===== src/rtl/core/jpeg_dqt_marker_parser_top_defines.svh =====
// Assertion macros shared by the DQT marker parser RTL.
// Depends on nothing; included by the files that carry assertions.
`ifndef JPEG_DQT_MARKER_PARSER_TOP_DEFINES_SVH
`define JPEG_DQT_MARKER_PARSER_TOP_DEFINES_SVH

// Same-cycle implication, disabled while reset is asserted.
`define JDP_ASSERT_IMP(lbl, clk, rstn, ante, cons, msg) \
  lbl: assert property (@(posedge clk) disable iff (!rstn) (ante) |-> (cons)) \
    else $error(msg);

// Next-cycle implication, disabled while reset is asserted.
`define JDP_ASSERT_NXT(lbl, clk, rstn, ante, cons, msg) \
  lbl: assert property (@(posedge clk) disable iff (!rstn) (ante) |=> (cons)) \
    else $error(msg);

`endif


===== src/rtl/core/jdp_pkg.sv =====
// Types, codes and constants of the DQT marker parser.
// Depends on nothing; used by the parser, the result queue and the top level.
`default_nettype none

package jdp_pkg;

  localparam int TableEntries   = 64;
  localparam int IdxW           = $clog2(TableEntries);
  localparam int OutDepthDefault = 4;

  localparam logic [7:0] ByteFill     = 8'hFF;
  localparam logic [7:0] ByteSoi      = 8'hD8;
  localparam logic [7:0] MarkerTem    = 8'h01;
  localparam logic [7:0] MarkerRstLo  = 8'hD0;
  localparam logic [7:0] MarkerEoi    = 8'hD9;
  localparam logic [7:0] MarkerDqt    = 8'hDB;
  localparam logic [7:0] MarkerSos    = 8'hDA;
  localparam logic [7:0] MarkerDht    = 8'hC4;
  localparam logic [3:0] NibbleMask   = 4'hF;

  typedef enum logic [3:0] {
    PhHdr0  = 4'd0,
    PhHdr1  = 4'd1,
    PhScan  = 4'd2,
    PhMark  = 4'd3,
    PhDqtLh = 4'd4,
    PhDqtLl = 4'd5,
    PhFinLh = 4'd6,
    PhFinLl = 4'd7,
    PhOthLh = 4'd8,
    PhOthLl = 4'd9,
    PhInfo  = 4'd10,
    PhEntA  = 4'd11,
    PhEntB  = 4'd12,
    PhSkip  = 4'd13
  } phase_e;

  typedef enum logic [1:0] {
    StSegment  = 2'd0,
    StNotJpeg  = 2'd1,
    StEndFile  = 2'd2,
    StTruncate = 2'd3
  } status_e;

  typedef enum logic {
    KindEntry  = 1'b0,
    KindFinish = 1'b1
  } kind_e;

  typedef struct packed {
    kind_e           kind;
    logic [3:0]      table_id;
    logic [3:0]      table_precision;
    logic [IdxW-1:0] entry_index;
    logic [15:0]     entry_value;
    logic            table_done;
    status_e         status;
    logic            last;
  } result_t;

  // Results produced by one byte, handed to the output buffer.
  typedef struct packed {
    logic [1:0] n;
    result_t    r0;
    result_t    r1;
  } push_t;

  typedef struct packed {
    phase_e          phase;
    logic [15:0]     seg_rem;
    logic [7:0]      len_high;
    logic [3:0]      tbl_id;
    logic [3:0]      prec;
    logic [IdxW-1:0] ent_cnt;
    logic [7:0]      val_high;
    logic            finished;
  } pstate_t;

endpackage

`default_nettype wire


===== src/rtl/core/jdp_if.sv =====
// Valid/ready stream interfaces for the byte input and result output.
// Depends on nothing.
`default_nettype none

interface jdp_in_if;
  logic       valid;
  logic       ready;
  logic [7:0] data_byte;
  logic       first_byte;
  logic       last_byte;

  modport source (output valid, data_byte, first_byte, last_byte, input ready);
  modport sink   (input valid, data_byte, first_byte, last_byte, output ready);
endinterface

interface jdp_out_if;
  logic        valid;
  logic        ready;
  logic        kind;
  logic [3:0]  table_id;
  logic [3:0]  table_precision;
  logic [5:0]  entry_index;
  logic [15:0] entry_value;
  logic        table_done;
  logic [1:0]  status;
  logic        last;

  modport source (output valid, kind, table_id, table_precision, entry_index,
                  entry_value, table_done, status, last, input ready);
  modport sink   (input valid, kind, table_id, table_precision, entry_index,
                  entry_value, table_done, status, last, output ready);
endinterface

`default_nettype wire


===== src/rtl/core/jdp_parser.sv =====
// Input register and marker/segment state machine of the DQT parser.
// Depends on jdp_pkg and jdp_in_if; feeds jdp_out_buf.
`default_nettype none
`include "jpeg_dqt_marker_parser_top_defines.svh"

module jdp_parser (
  input  wire              clk_i,
  input  wire              rst_ni,
  jdp_in_if.sink           in_i,
  input  wire              room_i,
  output jdp_pkg::push_t   push_o
);

  logic             vld_q, vld_d;
  logic [7:0]       byte_q;
  logic             first_q;
  logic             lastb_q;
  logic             adv;
  jdp_pkg::pstate_t state_q, state_d;
  jdp_pkg::result_t ent_r, fin_r;
  logic             ent_v, fin_v;
  logic [1:0]       n_res;

  assign adv        = vld_q && room_i;
  assign in_i.ready = !vld_q || adv;

  always_comb begin
    vld_d = vld_q;
    if (in_i.valid && in_i.ready) begin
      vld_d = 1'b1;
    end else if (adv) begin
      vld_d = 1'b0;
    end
  end

  always_ff @(posedge clk_i or negedge rst_ni) begin
    if (!rst_ni) begin
      vld_q <= 1'b0;
    end else begin
      vld_q <= vld_d;
    end
  end

  always_ff @(posedge clk_i) begin
    if (in_i.valid && in_i.ready) begin
      byte_q  <= in_i.data_byte;
      first_q <= in_i.first_byte;
      lastb_q <= in_i.last_byte;
    end
  end

  always_comb begin
    jdp_pkg::pstate_t st;
    logic [15:0] len;
    logic [15:0] rem_dec;
    logic [15:0] val;
    logic        done;

    st = state_q;
    if (first_q) begin
      st       = '0;
      st.phase = jdp_pkg::PhHdr0;
    end
    state_d = st;
    ent_v   = 1'b0;
    fin_v   = 1'b0;
    ent_r   = '0;
    fin_r   = '0;
    len     = {st.len_high, byte_q};
    rem_dec = (st.seg_rem != 16'd0) ? st.seg_rem - 16'd1 : st.seg_rem;
    val     = '0;
    done    = 1'b0;

    fin_r.kind   = jdp_pkg::KindFinish;
    fin_r.status = jdp_pkg::StSegment;
    ent_r.kind   = jdp_pkg::KindEntry;
    ent_r.status = jdp_pkg::StSegment;

    // An unused phase code stays silent, like a finished parse.
    if (!st.finished && st.phase <= jdp_pkg::PhSkip) begin
      unique case (st.phase) inside
        jdp_pkg::PhHdr0: begin
          if (byte_q != jdp_pkg::ByteFill) begin
            fin_v             = 1'b1;
            fin_r.status      = jdp_pkg::StNotJpeg;
            state_d.finished  = 1'b1;
          end else begin
            state_d.phase = jdp_pkg::PhHdr1;
          end
        end
        jdp_pkg::PhHdr1: begin
          if (byte_q != jdp_pkg::ByteSoi) begin
            fin_v             = 1'b1;
            fin_r.status      = jdp_pkg::StNotJpeg;
            state_d.finished  = 1'b1;
          end else begin
            state_d.phase = jdp_pkg::PhScan;
          end
        end
        jdp_pkg::PhScan: begin
          if (byte_q == jdp_pkg::ByteFill) state_d.phase = jdp_pkg::PhMark;
        end
        jdp_pkg::PhMark: begin
          // Fill bytes keep the marker prefix open.
          if (byte_q == jdp_pkg::ByteFill) begin
            state_d.phase = jdp_pkg::PhMark;
          end else if (byte_q == jdp_pkg::MarkerTem ||
                       (byte_q >= jdp_pkg::MarkerRstLo && byte_q <= jdp_pkg::MarkerEoi)) begin
            state_d.phase = jdp_pkg::PhScan;
          end else if (byte_q == jdp_pkg::MarkerDqt) begin
            state_d.phase = jdp_pkg::PhDqtLh;
          end else if (byte_q == jdp_pkg::MarkerSos || byte_q == jdp_pkg::MarkerDht) begin
            state_d.phase = jdp_pkg::PhFinLh;
          end else begin
            state_d.phase = jdp_pkg::PhOthLh;
          end
        end
        jdp_pkg::PhDqtLh: begin
          state_d.len_high = byte_q;
          state_d.phase    = jdp_pkg::PhDqtLl;
        end
        jdp_pkg::PhFinLh: begin
          state_d.len_high = byte_q;
          state_d.phase    = jdp_pkg::PhFinLl;
        end
        jdp_pkg::PhOthLh: begin
          state_d.len_high = byte_q;
          state_d.phase    = jdp_pkg::PhOthLl;
        end
        jdp_pkg::PhDqtLl, jdp_pkg::PhFinLl, jdp_pkg::PhOthLl: begin
          // A length below two means an empty segment.
          state_d.seg_rem = (len >= 16'd2) ? len - 16'd2 : 16'd0;
          if (st.phase == jdp_pkg::PhFinLl) begin
            fin_v            = 1'b1;
            fin_r.status     = jdp_pkg::StSegment;
            state_d.finished = 1'b1;
          end else if (state_d.seg_rem == 16'd0) begin
            state_d.phase = jdp_pkg::PhScan;
          end else if (st.phase == jdp_pkg::PhDqtLl) begin
            state_d.phase = jdp_pkg::PhInfo;
          end else begin
            state_d.phase = jdp_pkg::PhSkip;
          end
        end
        jdp_pkg::PhInfo: begin
          state_d.seg_rem = rem_dec;
          state_d.prec    = byte_q[7:4] & jdp_pkg::NibbleMask;
          state_d.tbl_id  = byte_q[3:0] & jdp_pkg::NibbleMask;
          state_d.ent_cnt = '0;
          state_d.phase   = jdp_pkg::PhEntA;
        end
        jdp_pkg::PhEntA, jdp_pkg::PhEntB: begin
          state_d.seg_rem = rem_dec;
          if (st.phase == jdp_pkg::PhEntA && st.prec != 4'd0) begin
            state_d.val_high = byte_q;
            state_d.phase    = jdp_pkg::PhEntB;
          end else begin
            val  = (st.phase == jdp_pkg::PhEntB) ? {st.val_high, byte_q} : {8'd0, byte_q};
            done = (st.ent_cnt == jdp_pkg::IdxW'(jdp_pkg::TableEntries - 1));
            ent_v                 = 1'b1;
            ent_r.table_id        = st.tbl_id;
            ent_r.table_precision = st.prec;
            ent_r.entry_index     = st.ent_cnt;
            ent_r.entry_value     = val;
            ent_r.table_done      = done;
            if (done) begin
              state_d.ent_cnt = '0;
              state_d.phase   = (rem_dec != 16'd0) ? jdp_pkg::PhInfo : jdp_pkg::PhScan;
            end else begin
              state_d.ent_cnt = st.ent_cnt + 1'b1;
              state_d.phase   = jdp_pkg::PhEntA;
            end
          end
        end
        jdp_pkg::PhSkip: begin
          state_d.seg_rem = rem_dec;
          if (rem_dec == 16'd0) state_d.phase = jdp_pkg::PhScan;
        end
        default: begin
          state_d = st;
        end
      endcase

      // End of file: close the parse unless this byte already did.
      if (lastb_q && !state_d.finished) begin
        fin_v            = 1'b1;
        state_d.finished = 1'b1;
        if (state_d.phase == jdp_pkg::PhHdr1) begin
          fin_r.status = jdp_pkg::StNotJpeg;
        end else if (state_d.phase == jdp_pkg::PhEntA || state_d.phase == jdp_pkg::PhEntB) begin
          fin_r.status = jdp_pkg::StTruncate;
        end else begin
          fin_r.status = jdp_pkg::StEndFile;
        end
      end
    end

    // Order the beats: the entry goes before the finish, last marks the final one.
    push_o    = '0;
    n_res     = {1'b0, ent_v} + {1'b0, fin_v};
    if (ent_v) begin
      push_o.r0 = ent_r;
      push_o.r1 = fin_r;
      if (fin_v) push_o.r1.last = 1'b1;
      else       push_o.r0.last = 1'b1;
    end else begin
      push_o.r0      = fin_r;
      push_o.r0.last = 1'b1;
    end
    push_o.n = adv ? n_res : 2'd0;
  end

  // Phase code zero is the wait for the first header byte.
  always_ff @(posedge clk_i or negedge rst_ni) begin
    if (!rst_ni) begin
      state_q <= '0;
    end else if (adv) begin
      state_q <= state_d;
    end
  end

  `JDP_ASSERT_IMP(a_two_only_on_last, clk_i, rst_ni,
    adv && n_res == 2'd2, lastb_q, "two beats without last byte")
  `JDP_ASSERT_IMP(a_quiet_after_fin, clk_i, rst_ni,
    adv && state_q.finished && !first_q, n_res == 2'd0, "beat after finish")
  `JDP_ASSERT_NXT(a_hold_stalled, clk_i, rst_ni,
    vld_q && !adv, vld_q && $stable(byte_q), "stalled byte lost")

endmodule

`default_nettype wire


===== src/rtl/core/jdp_out_buf.sv =====
// Small result queue between the parser and the output channel.
// Depends on jdp_pkg and jdp_out_if; takes up to two beats per cycle.
`default_nettype none
`include "jpeg_dqt_marker_parser_top_defines.svh"

module jdp_out_buf #(
  parameter int Depth = jdp_pkg::OutDepthDefault
) (
  input  wire            clk_i,
  input  wire            rst_ni,
  input  jdp_pkg::push_t push_i,
  output logic           room_o,
  jdp_out_if.source      out_o
);

  localparam int PtrW = (Depth > 1) ? $clog2(Depth) : 1;
  localparam int CntW = $clog2(Depth + 1);

  jdp_pkg::result_t  mem_q [Depth];
  logic [PtrW-1:0]   wr_ptr_q, wr_ptr_d, rd_ptr_q, rd_ptr_d;
  logic [PtrW-1:0]   wr1;
  logic [CntW-1:0]   count_q, count_d;
  logic              pop;
  jdp_pkg::result_t  head;

  function automatic logic [PtrW-1:0] ptr_inc(input logic [PtrW-1:0] p);
    return (p == PtrW'(Depth - 1)) ? '0 : p + 1'b1;
  endfunction

  assign wr1    = ptr_inc(wr_ptr_q);
  assign room_o = (count_q <= CntW'(Depth - 2));
  assign pop    = out_o.valid && out_o.ready;

  always_comb begin
    wr_ptr_d = wr_ptr_q;
    if (push_i.n == 2'd1)      wr_ptr_d = wr1;
    else if (push_i.n == 2'd2) wr_ptr_d = ptr_inc(wr1);
    rd_ptr_d = pop ? ptr_inc(rd_ptr_q) : rd_ptr_q;
    count_d  = count_q + CntW'(push_i.n) - CntW'(pop);
  end

  always_ff @(posedge clk_i) begin
    if (push_i.n != 2'd0) mem_q[wr_ptr_q] <= push_i.r0;
    if (push_i.n == 2'd2) mem_q[wr1]      <= push_i.r1;
  end

  always_ff @(posedge clk_i or negedge rst_ni) begin
    if (!rst_ni) begin
      wr_ptr_q <= '0;
      rd_ptr_q <= '0;
      count_q  <= '0;
    end else begin
      wr_ptr_q <= wr_ptr_d;
      rd_ptr_q <= rd_ptr_d;
      count_q  <= count_d;
    end
  end

  assign head                  = mem_q[rd_ptr_q];
  assign out_o.valid           = (count_q != '0);
  assign out_o.kind            = head.kind;
  assign out_o.table_id        = head.table_id;
  assign out_o.table_precision = head.table_precision;
  assign out_o.entry_index     = head.entry_index;
  assign out_o.entry_value     = head.entry_value;
  assign out_o.table_done      = head.table_done;
  assign out_o.status          = head.status;
  assign out_o.last            = head.last;

  `JDP_ASSERT_IMP(a_no_overflow, clk_i, rst_ni, push_i.n != 2'd0, count_q <= CntW'(Depth - 2), "push without room")
  `JDP_ASSERT_NXT(a_pop_drains, clk_i, rst_ni, pop && push_i.n == 2'd0, count_q == $past(count_q) - 1'b1, "pop count slip")
  `JDP_ASSERT_IMP(a_count_bound, clk_i, rst_ni, 1'b1, count_q <= CntW'(Depth), "queue count over depth")

endmodule

`default_nettype wire


===== src/rtl/core/jpeg_dqt_marker_parser_top.sv =====
// Top level of the JPEG DQT marker parser: input register/parser and result queue.
// Depends on jdp_pkg, jdp_if, jdp_parser and jdp_out_buf.
//
// Usage:
//   in_i carries one file byte per beat with first_byte (restart, new file)
//   and last_byte (final byte). out_o carries result beats: quantization
//   table entries (kind 0) and one finish beat (kind 1) with its status;
//   last marks the final beat caused by a byte.
// Path: a taken byte is held in the input register; once the queue has room,
//   its beats are written into the result queue, and out_o shows the beat
//   at the head of that queue.
// Throughput: one byte per cycle while the queue has room for two beats.
//   A byte that yields two beats (entry plus finish on the final byte)
//   fills two queue slots, and out_o moves one beat a cycle.
// Reset: the parser waits for the first header byte, the queue is empty,
//   the input register holds nothing. No clearing pass is needed.
// Stall: when out_o.ready is low, beats pile up in the queue; once fewer
//   than two slots are free the parser holds its byte and in_i.ready drops
//   for as long as the input register is occupied.
`default_nettype none

module jpeg_dqt_marker_parser_top #(
  parameter int OutDepth = jdp_pkg::OutDepthDefault
) (
  input  wire       clk_i,
  input  wire       rst_ni,
  jdp_in_if.sink    in_i,
  jdp_out_if.source out_o
);

  jdp_pkg::push_t push;
  logic           room;

  // Byte register and parse state machine.
  jdp_parser u_parser (
    .clk_i  (clk_i),
    .rst_ni (rst_ni),
    .in_i   (in_i),
    .room_i (room),
    .push_o (push)
  );

  // Result queue; its free space backpressures the parser.
  jdp_out_buf #(
    .Depth (OutDepth)
  ) u_out_buf (
    .clk_i  (clk_i),
    .rst_ni (rst_ni),
    .push_i (push),
    .room_o (room),
    .out_o  (out_o)
  );

endmodule

`default_nettype wire

===== src/flat_wrapper.sv =====
// flat-port wrapper written by rule: the top's interface ports become plain ports
module jpeg_dqt_marker_parser_top_flat 
#(
  parameter int OutDepth = jdp_pkg::OutDepthDefault
)
  (clk_i, rst_ni, in_i_valid, in_i_data_byte, in_i_first_byte, in_i_last_byte, in_i_ready, out_o_valid, out_o_kind, out_o_table_id, out_o_table_precision, out_o_entry_index, out_o_entry_value, out_o_table_done, out_o_status, out_o_last, out_o_ready);
  jdp_in_if in_i_i ();
  jdp_out_if out_o_i ();
  input  wire clk_i;
  input  wire rst_ni;
  input wire logic [$bits(in_i_i.valid)-1:0] in_i_valid;
  input wire logic [$bits(in_i_i.data_byte)-1:0] in_i_data_byte;
  input wire logic [$bits(in_i_i.first_byte)-1:0] in_i_first_byte;
  input wire logic [$bits(in_i_i.last_byte)-1:0] in_i_last_byte;
  output wire logic [$bits(in_i_i.ready)-1:0] in_i_ready;
  output wire logic [$bits(out_o_i.valid)-1:0] out_o_valid;
  output wire logic [$bits(out_o_i.kind)-1:0] out_o_kind;
  output wire logic [$bits(out_o_i.table_id)-1:0] out_o_table_id;
  output wire logic [$bits(out_o_i.table_precision)-1:0] out_o_table_precision;
  output wire logic [$bits(out_o_i.entry_index)-1:0] out_o_entry_index;
  output wire logic [$bits(out_o_i.entry_value)-1:0] out_o_entry_value;
  output wire logic [$bits(out_o_i.table_done)-1:0] out_o_table_done;
  output wire logic [$bits(out_o_i.status)-1:0] out_o_status;
  output wire logic [$bits(out_o_i.last)-1:0] out_o_last;
  input wire logic [$bits(out_o_i.ready)-1:0] out_o_ready;
  assign in_i_i.valid = in_i_valid;
  assign in_i_i.data_byte = in_i_data_byte;
  assign in_i_i.first_byte = in_i_first_byte;
  assign in_i_i.last_byte = in_i_last_byte;
  assign in_i_ready = in_i_i.ready;
  assign out_o_valid = out_o_i.valid;
  assign out_o_kind = out_o_i.kind;
  assign out_o_table_id = out_o_i.table_id;
  assign out_o_table_precision = out_o_i.table_precision;
  assign out_o_entry_index = out_o_i.entry_index;
  assign out_o_entry_value = out_o_i.entry_value;
  assign out_o_table_done = out_o_i.table_done;
  assign out_o_status = out_o_i.status;
  assign out_o_last = out_o_i.last;
  assign out_o_i.ready = out_o_ready;
  jpeg_dqt_marker_parser_top #(.OutDepth(OutDepth)) u_core (.clk_i(clk_i), .rst_ni(rst_ni), .in_i(in_i_i), .out_o(out_o_i));
endmodule

===== config.mk =====
export PLATFORM = sky130hd
export DESIGN_NAME = jpeg_dqt_marker_parser_top_flat
export DESIGN_NICKNAME = d
export VERILOG_FILES = /design/src/rtl/core/jdp_pkg.sv /design/src/rtl/core/jdp_if.sv /design/src/rtl/core/jdp_parser.sv /design/src/rtl/core/jdp_out_buf.sv /design/src/rtl/core/jpeg_dqt_marker_parser_top.sv /design/src/flat_wrapper.sv
export VERILOG_INCLUDE_DIRS = /design/src /design/src/rtl/core
export SDC_FILE = /design/constraint.sdc
export NUM_CORES = 1
export LEC_CHECK = 0
export BUFFER_PORTS_ARGS = -buffer_cell sky130_fd_sc_hd__buf_2
export CORE_ASPECT_RATIO = 1.4
export CORE_UTILIZATION = 55
export CTS_BUF_LIST = sky130_fd_sc_hd__clkbuf_4 sky130_fd_sc_hd__clkbuf_8
export DETAILED_ROUTE_END_ITERATION = 6
export PLACE_DENSITY = 0.73
export SLEW_MARGIN = 20
export SYNTH_ARGS = -nofsm -noshare
export SYNTH_HDL_FRONTEND = slang
export SYNTH_SLANG_ARGS = --single-unit

===== constraint.sdc =====
create_clock -name clk_i -period 5 [get_ports clk_i]
set_input_delay 0.25 -clock clk_i [delete_from_list [all_inputs] [get_ports clk_i]]
set_output_delay 0.25 -clock clk_i [all_outputs]
set_load 0.01 [all_outputs]

### Word level (Yosys, flattened, before mapping)

Memories as Yosys holds them, arrays and structs flattened.
Cells that the tools add are included.
Widths: inputs -> output; s select.

| operators by class | value |
|---|---|
| $add $sub $neg | 9 |
| magnitude comparators | 5 |
| equality and inequality tests | 29 |
| multiplexer cells | 70 |
| reduce and logical (&&, ||, !) cells | 28 |

Operator list:

| cell | count |
|---|---|
| $mux 51 | 2 |
| $mux 31 | 3 |
| $mux 35 | 2 |
| $mux 4 | 14 |
| $mux 16 | 3 |
| $pmux 4 s11 | 1 |
| $eq 4x4->1 const B | 8 |
| $eq 8x8->1 const B | 4 |
| $logic_not 16->1 | 2 |
| $mux 8 | 4 |
| $pmux 16 s2 | 1 |
| $reduce_bool 16->1 | 2 |
| $mux 1 | 24 |
| $mux 2 | 9 |
| $eq 4x3->1 const B | 4 |
| $ge 16x2->1 const B | 1 |
| $ne 8x8->1 const B | 2 |
| $sub 16x1->16 const B | 1 |
| $sub 16x2->16 const B | 1 |
| $mux 6 | 2 |
| $pmux 6 s2 | 1 |
| $eq 2x2->1 const B | 4 |
| $eq 4x1->1 const B | 2 |
| $eq 4x2->1 const B | 2 |
| 25 further kinds | 42 |

| word-level totals | value |
|---|---|
| register bits after elaboration | 69 |
| bits in writable memories | 140 |
| bits of input ports | 14 |
| output and inout port bits | 37 |
| logic and storage cells | 157 |
| memories kept | 1 |

Memory list:

| memory | depth | bits a word | read ports | clocked after Yosys merged registers in | write ports | RTL line | RTL |
|---|---|---|---|---|---|---|---|
| u_core.u_out_buf.mem_q | 4 | 35 | 1 | 0 | 2 | jdp_out_buf.sv:19 | `jdp_pkg::result_t mem_q [Depth];` |

### Depth between registers and ports, before layout

Gate-level depths: netlist (run 1).

| depth | value |
|---|---|
| word-level depth | 16 |
| mapped depth | 18 |
| depth with buffers taken out | 16 |

### Hierarchy

From an unflattened synthesis (run 1), not the netlist that was laid out.

| unflattened totals | value |
|---|---|
| cell total of the unflattened synthesis | 985 |
| area total of the unflattened synthesis | 12326.8 µm² |

Modules (own cells, without submodules):

| module | times used | cells an instance | area an instance (µm²) | sequential area each (µm²) |
|---|---|---|---|---|
| jdp_out_buf | 1 | 394 | 7393.3 | 4379.2 |
| jdp_parser | 1 | 591 | 4933.5 | 1601.5 |

### Worst setup path after synthesis (run 1)

OpenSTA, ideal clock, no wires.

| timing | value |
|---|---|
| path type | flip-flop to flip-flop |
| from | register u_core.u_parser.first_q |
| to | memory u_core.u_out_buf.mem_q[1][1] (netlist name) (data pin) |
| setup time | 0.146 ns |
| arrival | 3.664 ns |
| data required time | 4.854 ns |
| path slack | 1.189 ns |
| cell stages (with the launch flop) | 15 |
| buffers on the path | 2 |
| period minus slack after synthesis | 3.811 ns |
| cell sequence | edfxtp_1 -> inv_1 -> clkbuf_1 -> buf_1 -> nand2_1 -> ha_1 -> nor3b_2 -> a2111o_1 -> o31ai_1 -> a211o_1 -> o2111a_2 -> a31oi_1 -> o31a_1 -> or4_4 -> a21oi_1 |

RTL lines:

| what | RTL line | RTL |
|---|---|---|
| from (decl) | jdp_parser.sv:16 | `logic first_q;` |
| from (signal assigned) | jdp_parser.sv:47 | `first_q <= in_i.first_byte;` |
| to (decl) | jdp_out_buf.sv:19 |  |

==> impl_metrics.py, run 1 <==
metrics = {
    "worst_hold_path": {
        "hold_path.class": "in -> reg",
    },
    "drt": {
        "wire_per_inst_um": 21.78,
        "dr.pass1.iters": 5,
        "wl_met1_um": 11720,
        "drt-initial-drc-count": 743,
        "top_layer_used": "met4",
        "drt_wl_total_um": 28790,
        "vias": 8666,
        "met2_wirelength_um": 14490,
        "wl_met3_um": 1591,
        "routed_via_density": 6.555,
        "drtAntennaViolNets": 0,
        "route.detailed.drc": 0,
    },
    "logic_synthesis": {
        "netlist_area_um2": 10390,
        "synth_edf_count": 26,
        "yosysSeqAreaShare_pct": 45.59,
        "syn-instance-count": 1003,
        "avgSynthCellArea_um2": 10.36,
        "ys_top_cells_by_count": "a22o_1 (158), dfxtp_1 (124), nor2_1 (63), clkbuf_1 (60)",
        "post-synth-top-area-cell": "dfxtp_1",
        "synth_flop_cell": "dfxtp_1",
        "async_reset_ff_share_pct": 28.23,
        "synth.distinct_cells": 80,
        "synth_top_cells_by_area": "dfxtp_1 (24%), dfrtp_1 (14%), a22o_1 (13%), mux4_2 (7.6%), edfxtp_1 (7.5%)",
        "ys.warnings.count": 0,
        "synth_top_area_share_pct": 23.88,
        "ys_ff_latch": 209,
        "synthesis.nets": 1038,
        "yosysMostFrequentCell": "a22o_1",
    },
    "die": {
        "die_area_um2": 19460,
        "rows": 59,
        "start_util_pct": 56.10,
        "fp.dieH_um": 164.7,
        "die_w_um": 118.2,
        "io_pins": 51,
        "core_area_um2": 18530,
    },
    "power": {
        "totalPowerFinal_w": 0.006751,
        "leakagePower_nw": 4.780,
        "peakVddDrop_mv": 0.5652,
        "power.density_nw_per_um2": 576.9,
    },
    "setup_path": {
        "critical_path.cell_chain": "nand3_1 -> nor3_1 -> nor2_1 -> a21oi_1 -> o41ai_1 -> inv_1 -> a31oi_1 -> ha_1 -> nand2_1 -> ha_1 -> a21oi_2 -> buf_4 -> inv_1",
        "r2r-end": "u_core.u_out_buf.mem_q[3][0]",
        "start_kind": "register",
        "cpMaxStageDelayCell": "a21oi_2",
        "criticalPathCategory": "reg -> reg",
        "cp_data_required_time_ps": 5250,
        "slowest_delay_ps": 780,
        "r2r_slack_ps": 550,
        "worst-path-buf-inv": 3,
        "critical_path.endpoint": "u_core.u_out_buf.mem_q[3][0]",
        "rr_worst_depth": 13,
        "r2r-start": "u_core.u_parser.byte_q[1]",
        "worst-path-stages": 13,
        "cp_top_family": "compound AO/OA/AOI/OAI gates",
        "crit_fanout": 19,
        "critPathArrivalTime_ps": 4690,
        "crit_start": "u_core.u_parser.byte_q[1]",
        "end_kind": "register",
    },
    "sta": {
        "report.final.slew_viol_count": 0,
        "setup_viol": 0,
        "rsz0062_at_grt": "false",
        "worstMarginPinSlew_ps": 1188,
        "hold_viol": 0,
        "max_slew_margin_pct": 20.19,
        "max_freq_mhz": 225.0,
        "setup_ws_ps": 555.0,
        "tns_ps": 0,
        "fin_crit_sh_pct": 88.90,
        "skew_ps": 28.43,
        "fin_crit_ps": 4445,
    },
    "clocking": {
        "cts_buffer_depth": 3,
        "numClockSinks": 209,
        "cts_max_level": 2,
        "insertion_delay_ps": 530,
        "cts_root_buf": "clkbuf_8",
        "cts_tree": "built",
        "clk_pin_slew_ps": 60,
        "cts_buffers": 34,
    },
    "global_route": {
        "grt_pass1_vias": 8608,
        "grt_max_degree": 60,
        "antenna_found_initial": 0,
        "grt_usage_pct": 30.31,
        "grt_overflow": 0,
        "grt_pass1_wl_um": 46440,
    },
    "finish": {
        "layout-drive-gt1-share_pct": 18.74,
        "final_cells": 1322,
        "area_delta_synth_final_pct": 12.58,
        "diodes": 0,
        "nets": 1088,
        "fill_cells": 1545,
    },
    "status": {
        "status": "finished clean",
    },
    "placed_design": {
        "numPlacedInstances": 1249,
        "routabilityCongestion": 0.9745,
        "pre_cts_ws_ps": 629.3,
        "dp_hpwl_um": 19600,
        "port_buffers": 50,
    },
    "flow_run": {
        "maxCapViolCount": 0,
    },
}
-- worst min path at each step --
stage	from	endpoint	cells past startpoint	slack, ps
after floorplan	rst_ni	u_core.u_out_buf.count_q[0]	0	-50
after CTS	out_o_ready	u_core.u_out_buf.rd_ptr_q[0]	3	90
after detailed placement	in_i_last_byte	u_core.u_parser.lastb_q	1	430
after global placement	in_i_last_byte	u_core.u_parser.lastb_q	1	430
after global routing	out_o_ready	u_core.u_out_buf.rd_ptr_q[0]	3	140
final	out_o_ready	u_core.u_out_buf.rd_ptr_q[0]	3	100
-- per-layer routing --
metal  up-vias  global-route usage (%)
li1       3953                       -
met1      4266                   37.11
met2       375                   53.05
met3        72                   4.662
met4         0                   13.23
met5         -                       0
-- sequential cells by signal, summed over array words and instances, names as in the netlist --
register and flops:
u_core.u_out_buf.wr_ptr_q 2, u_core.u_out_buf.count_q 3, u_core.u_parser.first_q 1, u_core.u_parser.state_q 51, u_core.u_out_buf.mem_q 140, u_core.u_out_buf.rd_ptr_q 2, u_core.u_parser.byte_q 8, u_core.u_parser.vld_q 1
u_core.u_parser.lastb_q 1
-- cells by family after synthesis --
family                   synth area share (%)
AO/OA/AOI/OAI                           24.94
AND/OR/NAND/NOR                         13.22
flip-flops                              45.59
buffers and inverters                   4.177
multiplexers                            8.546
adder cells (fa/ha/maj)                 2.600
XOR/XNOR                               0.9268
-- layout by cell type (no fill, tap or decap), types with 22 or more instances in the layout --
master	instances
mux4_2	35
dfrtp_1	58
buf_4	25
nor2_1	63
nor3_1	22
a22o_1	158
clkbuf_8	41
nand3_1	23
nand2_1	59
dfxtp_1	124
edfxtp_1	26
o21ai_0	41
a21oi_1	34
buf_2	50
inv_1	40
-- per-stage QoR --
step	hold slack, ps	instance area (um2)	utilization, %
floorplan	-45.59	10400	-
global placement	426.3	10870	58.67
detailed placement	428.7	10870	58.69
CTS	87.26	11700	63.16
global route	137.0	11700	63.16
finish	102.4	11700	63.16
-- timing repair --
item | 4_1_cts | 5_1_grt
buffers inserted | 0 | 0
hold buffers | 12 | 0
endpoints found under the hold margin | 70 | 0
gates resized for setup | 0 | 0
-- final cells by class --
type                    count  area, um2  area share [%]
multi-input cells         681       5240           44.78
flip-flops and latches    209       4741           40.51
repair buffers             87      558.0           4.769
inverters                  40      150.1           1.283
well taps                 244      305.3           2.609
clock inverters             6      38.79          0.3314
clock buffers              55      669.4           5.720
-- worst reg2reg max path, cell delays in order, from the launching register on --
cell	delay [ps]
edfxtp_1	630
nand3_1	220
nor3_1	110
nor2_1	100
a21oi_1	50
o41ai_1	750
inv_1	90
a31oi_1	260
ha_1	160
nand2_1	90
ha_1	400
a21oi_2	780
buf_4	370
inv_1	160
-- power by group --
group	internal [W]	switching, W
sequential	0.00191	0.000306
combinational	0.00114	0.00188
clock	0.000852	0.000663
total	0.00390	0.00285
Note: power is estimated with default switching activity, not from simulation.
==> inputs of run 2 (changes only) <==
--- a/config.mk
+++ b/config.mk
@@ -12,6 +12,7 @@
 export CTS_BUF_LIST = sky130_fd_sc_hd__clkbuf_4 sky130_fd_sc_hd__clkbuf_8
 export DETAILED_ROUTE_END_ITERATION = 6
 export PLACE_DENSITY = 0.73
+export RECOVER_POWER = 50
 export SLEW_MARGIN = 20
 export SYNTH_ARGS = -nofsm -noshare
 export SYNTH_HDL_FRONTEND = slang
==> run 2 against run 1 <==
Compared with the run above: critical path depth stayed put; sequential cell count unchanged; highest routed layer unchanged; wire length rose by 0.16%; maximum frequency down 0.52%; cell area is 0.47% lower; the run now ends with max-capacitance violations, max-slew violations left; clock power hardly changed; count of clock-buffer cells in the layout stayed put; sequential power about the same; die area stayed put; first-iteration DRC count shrank 3.0%; worst hold slack gained 1.8 ps.
==> impl_metrics.py, run 2 (synthesis results as in run 1) <==
metrics = {
    "status": {
        "status": "finished, violations left",
        "violations": "max-capacitance violations, max-slew violations",
    },
    "sta": {
        "report.final.slew_viol_count": 98,
        "skew_ps": 29.76,
        "fin_crit_ps": 4468,
        "worstMarginPinSlew_ps": 3460,
        "setup_viol": 0,
        "fin_crit_sh_pct": 89.36,
        "hold_viol": 0,
        "rsz0062_at_grt": "false",
        "tns_ps": 0,
        "max_freq_mhz": 223.8,
        "max_slew_margin_pct": -130.7,
    },
    "drt": {
        "vias": 8621,
        "drt-initial-drc-count": 721,
        "route.detailed.drc": 0,
        "routed_via_density": 6.521,
        "drt_wl_total_um": 28840,
        "drtAntennaViolNets": 0,
        "dr.pass1.iters": 5,
        "wire_per_inst_um": 21.81,
    },
    "die": {
        "fp.dieH_um": 164.7,
        "die_w_um": 118.2,
        "io_pins": 51,
        "core_area_um2": 18530,
        "start_util_pct": 56.10,
        "die_area_um2": 19460,
        "rows": 59,
    },
    "flow_run": {
        "maxCapViolCount": 2,
    },
    "global_route": {
        "grt_pass1_vias": 8608,
        "grt_pass1_wl_um": 46440,
        "antenna_found_initial": 0,
        "grt_max_degree": 60,
        "grt_usage_pct": 30.31,
        "grt_overflow": 0,
    },
    "power": {
        "leakagePower_nw": 4.617,
        "peakVddDrop_mv": 0.5573,
        "power.density_nw_per_um2": 580.0,
    },
    "clocking": {
        "cts_root_buf": "clkbuf_8",
        "cts_buffers": 34,
        "clk_pin_slew_ps": 60,
        "cts_buffer_depth": 3,
        "cts_tree": "built",
        "cts_resized": 0,
        "cts_max_level": 2,
        "insertion_delay_ps": 530,
        "numClockSinks": 209,
    },
    "finish": {
        "final_cells": 1322,
        "fill_cells": 1567,
        "top_register": "u_core.u_out_buf.mem_q",
        "nets": 1088,
        "layout-drive-gt1-share_pct": 15.03,
        "final_common_cell": "a22o_1",
        "largest_register_ffs": 140,
        "diodes": 0,
        "area_delta_synth_final_pct": 12.05,
        "layout_common_cells": "a22o_1 (158), dfxtp_1 (124), nor2_1 (63), nand2_1 (59), dfrtp_1 (58)",
        "reg.largest.list": "u_core.u_out_buf.mem_q x140, u_core.u_parser.state_q x51, u_core.u_parser.byte_q x8",
    },
    "placed_design": {
        "port_buffers": 50,
        "numPlacedInstances": 1249,
        "routabilityCongestion": 0.9745,
        "dp_hpwl_um": 19600,
    },
    "setup_path": {
        "crit_fanout": 19,
        "criticalPathCategory": "reg -> reg",
        "end_kind": "register",
        "rr_worst_depth": 13,
        "start_kind": "register",
        "r2r-start": "u_core.u_parser.byte_q[1]",
        "cp_data_required_time_ps": 5250,
        "crit_start": "u_core.u_parser.byte_q[1]",
        "critical_path.endpoint": "u_core.u_out_buf.mem_q[3][0]",
        "r2r_slack_ps": 530,
        "critPathArrivalTime_ps": 4710,
        "r2r-end": "u_core.u_out_buf.mem_q[3][0]",
    },
    "worst_hold_path": {
        "worstHoldPathCells": 3,
        "hold_path.class": "in -> reg",
    },
}
run 2: cell types whose count changed in the layout (fill, tap and decap cells not counted), sizes merged:
cell    before  now
buf         75   35
clkbuf      55   95
run 2: where the power goes:
group	switching, W	internal, W	leakage, nW	total, W
Combinational	0.00188	0.00114	2.21	0.00302
Sequential	0.000309	0.00191	2.03	0.00222
Clock	0.000663	0.000852	0.374	0.00151
Total	0.00285	0.00390	4.62	0.00676
run 2: per-layer routing:
metal	share of wire, %	vias to the layer above	track usage, %
met5	0	-	0
met4	3.3	0	13.23
met3	6.2	70	4.662
met2	50	389	53.05
met1	41	4217	37.11
li1	-	3945	-
run 2: timing repair:
action | 4_1_cts | 5_1_grt
hold buffers | 12 | 0
setup buffers | 0 | 0
hold endpoints to repair | 70 | 0
run 2: worst max-delay path: stages, from the launching register on:
cell	delay, ps
edfxtp_1	640
nand3_1	220
nor3_1	120
nor2_1	100
a21oi_1	50
o41ai_1	750
inv_1	90
a31oi_1	260
ha_1	160
nand2_1	90
ha_1	420
a21oi_2	780
buf_4	370
inv_1	150
run 2: how the worst min path moves through the flow:
stage	slack, ps	startpoint	end
2_1_floorplan	-50	rst_ni	u_core.u_out_buf.count_q[0]
3_3_place_gp	430	in_i_last_byte	u_core.u_parser.lastb_q
3_5_place_dp	430	in_i_last_byte	u_core.u_parser.lastb_q
4_1_cts	90	out_o_ready	u_core.u_out_buf.rd_ptr_q[0]
5_1_grt	140	out_o_ready	u_core.u_out_buf.rd_ptr_q[0]
6_report	100	out_o_ready	u_core.u_out_buf.rd_ptr_q[0]
run 2: stage by stage:
stage               hold slack, ps  instance area, um2  setup slack, ps  utilization (%)  total power, W
global placement             426.3               10870            743.6            58.67        0.005175
finish                       104.2               11650            531.9            62.86        0.006755
floorplan                   -45.59               10400             1189                -        0.004408
global route                 137.0               11650            196.6            62.86        0.007165
CTS                          87.26               11700            606.1            63.16        0.006724
detailed placement           428.7               10870            629.3            58.69        0.005197
run 2: cell type report:
cell class	instances	area (um2)	area share (%)
clock buffers	55	669.4	5.747
inverters	40	150.1	1.289
repair buffers	87	503.0	4.318
multi-input cells	681	5240	44.99
clock inverters	6	38.79	0.3330
flip-flops and latches	209	4741	40.70
well taps	244	305.3	2.621
==> inputs of run 3 (changes only) <==
--- a/config.mk
+++ b/config.mk
@@ -7,11 +7,12 @@
 export NUM_CORES = 1
 export LEC_CHECK = 0
 export BUFFER_PORTS_ARGS = -buffer_cell sky130_fd_sc_hd__buf_2
-export CORE_ASPECT_RATIO = 1.4
-export CORE_UTILIZATION = 55
+export CELL_PAD_IN_SITES_DETAIL_PLACEMENT = 0
+export CELL_PAD_IN_SITES_GLOBAL_PLACEMENT = 2
+export CORE_UTILIZATION = 42
 export CTS_BUF_LIST = sky130_fd_sc_hd__clkbuf_4 sky130_fd_sc_hd__clkbuf_8
 export DETAILED_ROUTE_END_ITERATION = 6
-export PLACE_DENSITY = 0.73
+export PLACE_DENSITY = 0.82
 export RECOVER_POWER = 50
 export SLEW_MARGIN = 20
 export SYNTH_ARGS = -nofsm -noshare
==> constraint.sdc (replaced) <==
create_clock -name clk_i -period 4.6 [get_ports clk_i]
set_input_delay 0.23 -clock clk_i [delete_from_list [all_inputs] [get_ports clk_i]]
set_output_delay 0.23 -clock clk_i [all_outputs]
set_load 0.01 [all_outputs]
==> run 3 against run 2 <==
Compared with the run above: the flow still finishes with violations (max-capacitance violations, max-slew violations); count of clock-buffer cells in the layout did not move; utilization fell by 14 points; global-route usage fell by 5.9 points; via count fell by 0.89%; cell area rose by 2.5%; die area rose by 30%; sequential share of layout area fell by 1.0 points; register-to-register slack got worse by 50 ps; clock power rose by 22%; clock skew fell by 4.2 ps; critical path depth did not move.
==> impl_metrics.py, run 3 (synthesis results as in run 1) <==
metrics = {
    "global_route": {
        "grt_max_degree": 60,
        "grt_pass1_vias": 8570,
        "grt_usage_pct": 24.40,
        "antenna_found_initial": 0,
        "grt_overflow": 0,
        "grt_pass1_wl_um": 48950,
    },
    "clocking": {
        "insertion_delay_ps": 550,
        "post_cts.repair.setup_buffers": 0,
        "cts_buffer_depth": 3,
        "cts_tree": "built",
        "cts_max_level": 2,
        "cts_root_buf": "clkbuf_8",
        "clk_pin_slew_ps": 60,
        "numClockSinks": 209,
        "cts_buffers": 39,
    },
    "sta": {
        "report.final.slew_viol_count": 27,
        "worstMarginPinSlew_ps": 1576,
        "max_freq_mhz": 242.7,
        "hold_ws_ps": 55.09,
        "rsz0062_at_grt": "false",
        "tns_ps": 0,
        "fin_crit_ps": 4120,
        "max_slew_margin_pct": -5.078,
        "fin_crit_sh_pct": 89.56,
        "hold_viol": 0,
        "setup_viol": 0,
        "skew_ps": 25.52,
    },
    "drt": {
        "routed_via_density": 5.996,
        "vias": 8544,
        "drtAntennaViolNets": 0,
        "wire_per_inst_um": 21.42,
        "drt_wl_total_um": 30530,
        "dr.pass1.iters": 5,
        "drt-initial-drc-count": 658,
        "route.detailed.drc": 0,
    },
    "setup_path": {
        "end_kind": "register",
        "cp_data_required_time_ps": 4890,
        "start_kind": "register",
        "crit_start": "u_core.u_parser.state_q[16]",
        "criticalPathCategory": "reg -> reg",
        "critical_path.endpoint": "u_core.u_out_buf.mem_q[1][34]",
        "r2r-end": "u_core.u_out_buf.mem_q[1][34]",
        "r2r_slack_ps": 480,
        "rr_worst_depth": 13,
        "crit_fanout": 17,
        "critPathArrivalTime_ps": 4410,
        "r2r-start": "u_core.u_parser.state_q[16]",
    },
    "die": {
        "die_w_um": 159.3,
        "fp.dieH_um": 159.3,
        "die_area_um2": 25380,
        "start_util_pct": 42.74,
        "core_area_um2": 24320,
        "io_pins": 51,
        "rows": 57,
    },
    "finish": {
        "final_common_cell": "a22o_1",
        "fin_util_pct": 49.09,
        "nets": 1105,
        "layout_common_cells": "a22o_1 (158), dfxtp_1 (124), nor2_1 (62), nand2_1 (59), dfrtp_1 (59)",
        "final_cells": 1425,
        "largest_register_ffs": 140,
        "reg.largest.list": "u_core.u_out_buf.mem_q x140, u_core.u_parser.state_q x51, u_core.u_parser.byte_q x8",
        "finalInstanceArea_um2": 11940,
        "area_delta_synth_final_pct": 14.85,
        "top_register": "u_core.u_out_buf.mem_q",
        "diodes": 0,
        "layout-drive-gt1-share_pct": 16.35,
    },
    "status": {
        "status": "finished, violations left",
        "violations": "max-capacitance violations, max-slew violations",
    },
    "flow_run": {
        "maxCapViolCount": 1,
    },
    "placed_design": {
        "dp_hpwl_um": 20030,
        "routabilityCongestion": 0.8553,
        "port_buffers": 50,
        "numPlacedInstances": 1341,
        "placed_area_um2": 11060,
    },
    "worst_hold_path": {
        "holdCritStartpoint": "out_o_ready",
        "hold_path.class": "in -> reg",
    },
    "power": {
        "p_sw_share_pct": 42.40,
        "p_seq_share_pct": 32.5,
        "power_frac_comb_pct": 43.2,
        "p_int_w": 0.004362,
        "p_sw_w": 0.003211,
        "power.density_nw_per_um2": 634.3,
        "leakagePower_nw": 4.738,
        "pwr-share-clk_pct": 24.3,
        "peakVddDrop_mv": 0.6547,
    },
}
run 3: cell count changes in the layout (fill, tap and decap cells not counted), moves of 2 or more:
cell / change
buf_4: +10
clkinv_2: +6
clkinv_1: +5
clkbuf_4: -3
clkbuf_8: +3
buf_2: +2
run 3: how the worst min path moves through the flow:
stage / to / slack [ps] / cells past startpoint
after floorplan: u_core.u_out_buf.count_q[0] / -70 / 0
after global placement: u_core.u_parser.byte_q[1] / 410 / 1
after detailed placement: u_core.u_parser.byte_q[7] / 410 / 1
after CTS: u_core.u_out_buf.rd_ptr_q[0] / 30 / 3
after global routing: u_core.u_out_buf.rd_ptr_q[0] / 60 / 3
final: u_core.u_out_buf.rd_ptr_q[0] / 60 / 3
run 3: layer usage:
layer / GRT usage, % / wire [um]
met1: 33.48 / 13820
met2: 39.17 / 14270
met3: 4.272 / 1800
met4: 7.823 / 635
met5: 0 / 0
run 3: area by class of cell:
type | count | area, um2
clock buffer | 55 | 688.2
sequential | 209 | 4740
clock inverter | 17 | 120.1
tap | 324 | 405.4
fill | 2296 | 12380
multi-input combinational | 681 | 5246
timing repair buffer | 99 | 589.3
inverter | 40 | 150.1
run 3: power groups by stage:
stage	Sequential (W)	Combinational [W]	Clock, W
after floorplan	0.00226	0.00254	0
after global placement	0.00250	0.00325	0
after detailed placement	0.00249	0.00324	0
after CTS	0.00246	0.00327	0.00189
after global routing	0.00251	0.00358	0.00199
final	0.00246	0.00327	0.00184
run 3: per-stage QoR:
stage,worst slack [ps],total power (W)
finish,480.0,0.007573
detailed placement,454.8,0.005739
floorplan,789.1,0.004791
global placement,434.0,0.005755
global route,126.5,0.008079
CTS,460.7,0.007623
run 3: critical path, stage by stage, from the launching register on:
cell     delay (ps)
dfrtp_1         500
or4_1           630
nand4_1         420
nand3_1         300
inv_1           200
ha_1            250
nand2_1         150
inv_1           110
ha_1            550
nand2_1         110
nand2_1         190
nor2_1           60
a31oi_1         310
inv_1            80
run 3: repair_timing:
item                                    4_1_cts  5_1_grt
hold endpoints to repair                     70        0
hold buffers                                 12        0
endpoints found under the setup margin        0       18
resized for setup                             0        1
